$ cat config.mk
export PLATFORM = sky130hd
export DESIGN_NAME = otrj_ctrl
export DESIGN_NICKNAME = d
export VERILOG_FILES = /design/src/rtl/otrj_pkg.sv /design/src/rtl/otrj_ctrl.sv
export SDC_FILE = /design/constraint.sdc
export NUM_CORES = 1
export LEC_CHECK = 0
export BUFFER_PORTS_ARGS = -buffer_cell sky130_fd_sc_hd__buf_2
export CELL_PAD_IN_SITES_DETAIL_PLACEMENT = 0
export CELL_PAD_IN_SITES_GLOBAL_PLACEMENT = 1
export CORE_AREA = 5 5 42 44
export DETAILED_ROUTE_END_ITERATION = 10
export DIE_AREA = 0 0 47 49
export MAX_ROUTING_LAYER = met4
export PLACE_DENSITY = 0.64
export RECOVER_POWER = 50
export SYNTH_ARGS = -nofsm -noshare
export SYNTH_HDL_FRONTEND = slang
export SYNTH_SLANG_ARGS = --single-unit
$ cat constraint.sdc
create_clock -name i_clk -period 2.57 [get_ports i_clk]
set_clock_uncertainty 0.1 [all_clocks]
set_input_delay 0.257 -clock i_clk [delete_from_list [all_inputs] [get_ports i_clk]]
set_output_delay 0.257 -clock i_clk [all_outputs]
set_load 0.05 [all_outputs]
$ cat src/rtl/otrj_pkg.sv
// Shared constants, command codes and controller/datapath link types for the trace ring journal.
package otrj_pkg;

    // Ring addressing folds the write sequence by its low bits, so the ring holds 2**ADDR_W words.
    localparam int ADDR_W = 6;
    localparam int DEPTH  = 1 << ADDR_W;
    localparam int CNT_W  = 7;
    localparam int DATA_W = 64;
    localparam int SEQ_W  = 64;
    localparam int SES_W  = 32;
    localparam int DROP_W = 32;
    localparam int REQ_W  = 16;
    localparam int ACT_W  = 3;

    typedef enum logic [ACT_W-1:0] {
        ACT_RECORD  = 3'd0,
        ACT_DUMP    = 3'd1,
        ACT_DRAIN   = 3'd2,
        ACT_CLEAR   = 3'd3,
        ACT_ENABLE  = 3'd4,
        ACT_DISABLE = 3'd5
    } t_action;

    typedef struct packed {
        logic accept;
        logic catch_up;
        logic size;
        logic plan;
        logic issue;
        logic finish_empty;
    } t_dp_cmd;

    typedef struct packed {
        logic rem_zero;
        logic rem_one;
    } t_dp_stat;

endpackage

$ cat src/rtl/otrj_ctrl.sv
// Command sequencer for the trace ring journal: accepts commands and steps dump and drain runs.
module otrj_ctrl (
    input  logic                      i_clk,
    input  logic                      i_rst_n,
    input  logic                      i_start,
    input  logic [otrj_pkg::ACT_W-1:0] i_action,
    input  otrj_pkg::t_dp_stat        i_stat,
    output otrj_pkg::t_dp_cmd         o_cmd,
    output logic                      o_busy
);
    import otrj_pkg::*;

    typedef enum logic [2:0] {
        ST_IDLE,
        ST_CATCH,
        ST_SIZE,
        ST_PLAN,
        ST_EMIT
    } t_state;

    t_state  r_state;
    t_state  n_state;
    t_dp_cmd cmd;

    always_comb begin
        cmd     = '0;
        n_state = r_state;
        case (r_state)
            ST_IDLE: begin
                if (i_start) begin
                    cmd.accept = 1'b1;
                    case (t_action'(i_action))
                        ACT_DUMP:  n_state = ST_EMIT;
                        ACT_DRAIN: n_state = ST_CATCH;
                        default:   n_state = ST_IDLE;
                    endcase
                end
            end
            ST_CATCH: begin
                cmd.catch_up = 1'b1;
                n_state      = ST_SIZE;
            end
            ST_SIZE: begin
                cmd.size = 1'b1;
                n_state  = ST_PLAN;
            end
            ST_PLAN: begin
                cmd.plan = 1'b1;
                n_state  = ST_EMIT;
            end
            ST_EMIT: begin
                if (i_stat.rem_zero) begin
                    cmd.finish_empty = 1'b1;
                    n_state          = ST_IDLE;
                end else begin
                    cmd.issue = 1'b1;
                    if (i_stat.rem_one) begin
                        n_state = ST_IDLE;
                    end
                end
            end
            default: n_state = ST_IDLE;
        endcase
    end

    always_ff @(posedge i_clk) begin
        if (!i_rst_n) begin
            r_state <= ST_IDLE;
        end else begin
            r_state <= n_state;
        end
    end

    assign o_cmd  = cmd;
    assign o_busy = (r_state != ST_IDLE);
endmodule

# Word level (Yosys, flattened, before mapping)
# Index checks and enable logic that the tools add are counted.
# totals
in_bits	8
word_cells	25
ff_bits	3
output_inout_bits	7
# classes
reduce_logical	3
muxes	13
eq_ne	8
# ops
operator	count
$pmux W3 S5	1
$eq A3 B2 Y1 const B	3
$mux W3	3
$mux W1	7
$eq A3 B1 Y1 const B	2
$pmux W3 S2	1
$eq A3 B3 Y1 const B	1
$logic_not A3 Y1	1
$ne A3 B3 Y1 const B	1
$reduce_bool A3 Y1	1
$mux W2	1
$ne A2 B2 Y1 const B	1
$reduce_and A2 Y1	1

# Logic depth before layout (Yosys ltp)
# logic_depth
ltp_word	4
depth_mapped	5
mapped_depth_nobuf	4

# Worst setup path before layout
# No wires, ideal clock.
# synth_path
path_kind	flip-flop to output port
from	reg r_state[0]
to	out o_cmd[4] (netlist bit)
n_path_buf	1
setup_slack_ns	0.617
required_ns	2.213
path_stages_with_launch	3
arrival_time_ns	1.596
cell_sequence	dfxtp_1 -> buf_4 -> nor3b_1
# synth_rtl
element	line	source
start: declaration	otrj_ctrl.sv:21	t_state r_state;
start signal: assignment	otrj_ctrl.sv:70	r_state <= n_state;
end: declaration	otrj_ctrl.sv:8	output otrj_pkg::t_dp_cmd o_cmd,

==> out/results.ini <==
[layout]
reg_top3 = r_state x3
drive_above_1_share_pct = 38.6
layout.nets = 53
postLayoutCoreUtil_pct = 22.0
n_fill_cell = 173
layout_common_cells = buf_2 (12), nor2_1 (5)
n_antenna_cell = 0
largest_reg_flops = 3
fin_cells = 60
area_growth_syn_to_layout_pct = 33.0
largest-register = r_state
final_common_cell = buf_2

[sta]
setup_viol = 0
finalCritPeriodShare_pct = 68.4
hold_viol = 0
rsz0062_at_grt = false
drv_slew = 0
clock.fmax_ghz = 0.569
hold_ws_ps = 189
tightest_slew_ps = 596
tns_ps = 0
max_slew_margin_pct = 60.4
layout_min_cycle_time_ps = 1760

[die]
die_w_um = 47
fp.dieH_um = 49
placementRows = 14
ios = 15
core_area_sq_mm = 0.00140
initial_core_util_pct = 16.5
dieArea_sq_mm = 0.00230

[global_route]
antenna_found_initial = 0
grt_max_degree = 10
grt_pass1_vias = 229
grt_overflow = 0
grt_pass1_wl_um = 938
grt_use_total_pct = 6.14

[worst_setup_path]
cp.depth = 2
crit_required_ps = 2210
reg2reg_depth = 4
critPathLaunchType = register
arrival_ps = 1400
path_class = register to primary output
crit_buf_inv = 1
cpMaxStageDelayCell = clkbuf_1
path_max_fanout = 7
crit_path_max_incr_delay_ps = 490
cp-startpoint = r_state[0]
path_cells = nor3b_1 > clkbuf_1
crit_path_end_kind = primary output
critPathTopFamily = buffers and inverters
reg2reg_from = r_state[2]

[synthesis]
ys_ff_latch = 3
avgSynthCellArea_sq_um = 7.98
ys_warn_count = 0
synth_fa_ha_area_share_pct = 0
syn_area_sq_um = 231
yosysUniqueCellTypes = 17
synth_xor_area_share_pct = 3.78
synth_mux_area_share_pct = 0
synth_area_leaders = dfxtp_1 (26%), nor3b_1 (9.7%), nor2_1 (8.1%), nor3_4 (7.0%), buf_4 (6.5%)
synthCells = 29
synth-simple-area-share_pct = 50.8
synth_top_family_by_area = simple AND/OR/NAND/NOR gates
yosysSeqAreaShare_pct = 25.9
yosysTopAreaCell = dfxtp_1
synth.top_cell.area_share_pct = 25.9
synth_compound_area_share_pct = 4.86
synth_nets = 37

[pwr]
max-vdd-ir-drop_uv = 276
p_leak_nw = 0.152
p_per_area_mw_per_mm2 = 586

[hold_path]
whs_path_depth = 3
min_path_type = input port to register
hp-start = i_rst_n

[cts]
post_cts_buffers = 0
cts_hold_repair.buffers = 0
ctsResizeCount = 0
numCtsBuffers = 3
clk_path_buf_depth = 2
cts.clk_slew.worst_paths_ps = 40
clk-insertion-delay-late_ps = 230
htree_levels = 1
root_buffer = clkbuf_4
cts_tree = yes
clock-sinks = 3

[drt]
vias = 239
wire_per_inst_um = 9.37
drc = 0
drt_iter0_markers = 4
viasPerCell = 3.98
drtPass1Iterations = 4
finalWirelength_um = 562
ant_nets = 0

[outcome]
status = completed

[placed_design]
place_hpwl_um = 435
port_buffers = 14
place.gp.congestion = 0.665
dpl.cell_count = 56

[run]
cap_viol_max_count = 0

[synth_stat cells]
library cell / instances
dfxtp_1: 3
and4bb_1: 1
and2_2: 1
o21ai_1: 1
buf_4: 2
nand2_1: 2
nor2_1: 5
and3_2: 1
nand3_1: 2
xnor2_1: 1
a31oi_1: 1
nor3_4: 1
inv_1: 2
nor4b_1: 1
nor3b_1: 3
buf_6: 1
or2_1: 1
[final timing paths]
kind                              endpoint  slack, ps
worst max-delay path              o_cmd[4]        810
worst min-delay path            r_state[2]        190
worst max register to register  r_state[2]       1390
worst min register to register  r_state[0]        490
[cell type report]
cell class / instances / area (sq um) / share of cell area, %
timing repair buffer: 14 / 67.6 / 22.0
multi-input combinational: 21 / 126 / 41.1
tap: 16 / 20.0 / 6.50
clock buffer: 4 / 26.3 / 8.54
sequential: 3 / 60.1 / 19.5
inverter: 2 / 7.51 / 2.44
[logic make-up (layout without fill, tap and decap cells)]
logic type / after synthesis / in the layout
buf+inv: 5 / 20
compound gates: 2 / 2
flops: 3 / 3
simple gates: 18 / 18
xor+xnor: 1 / 1
[report_power, final]
| part | total (mW) | switching (mW) | internal (mW) |
|---|---|---|---|
| Sequential | 0.0526 | 0.00388 | 0.0488 |
| Combinational | 0.0429 | 0.0292 | 0.0137 |
| Clock | 0.0849 | 0.0266 | 0.0583 |
| Total | 0.180 | 0.0597 | 0.121 |
[worst reg2reg max path, cell delays in order, from the launching register on]
cell and delay (ps):
dfxtp_1 380, nor3_1 320, inv_1 90, o21ai_1 120, a31oi_1 50
[layer usage]
| metal | wire [um] | GRT usage [%] |
|---|---|---|
| met2 | 251 | 8.14 |
| met5 | 0 | - |
| met4 | 28 | 6.91 |
| met3 | 45 | 2.21 |
| met1 | 236 | 6.15 |
[through the flow]
| step | total power [mW] | instance area (sq um) | setup slack, ps |
|---|---|---|---|
| 6_report | 0.180 | 308 | 811 |
| 5_1_grt | 0.193 | 308 | 733 |
| 4_1_cts | 0.189 | 322 | 864 |
| 3_5_place_dp | 0.0997 | 295 | 1130 |
| 3_3_place_gp | 0.100 | 295 | 1120 |
| 2_1_floorplan | 0.0889 | 231 | 617 |
Power figures use the tool's default switching activity.
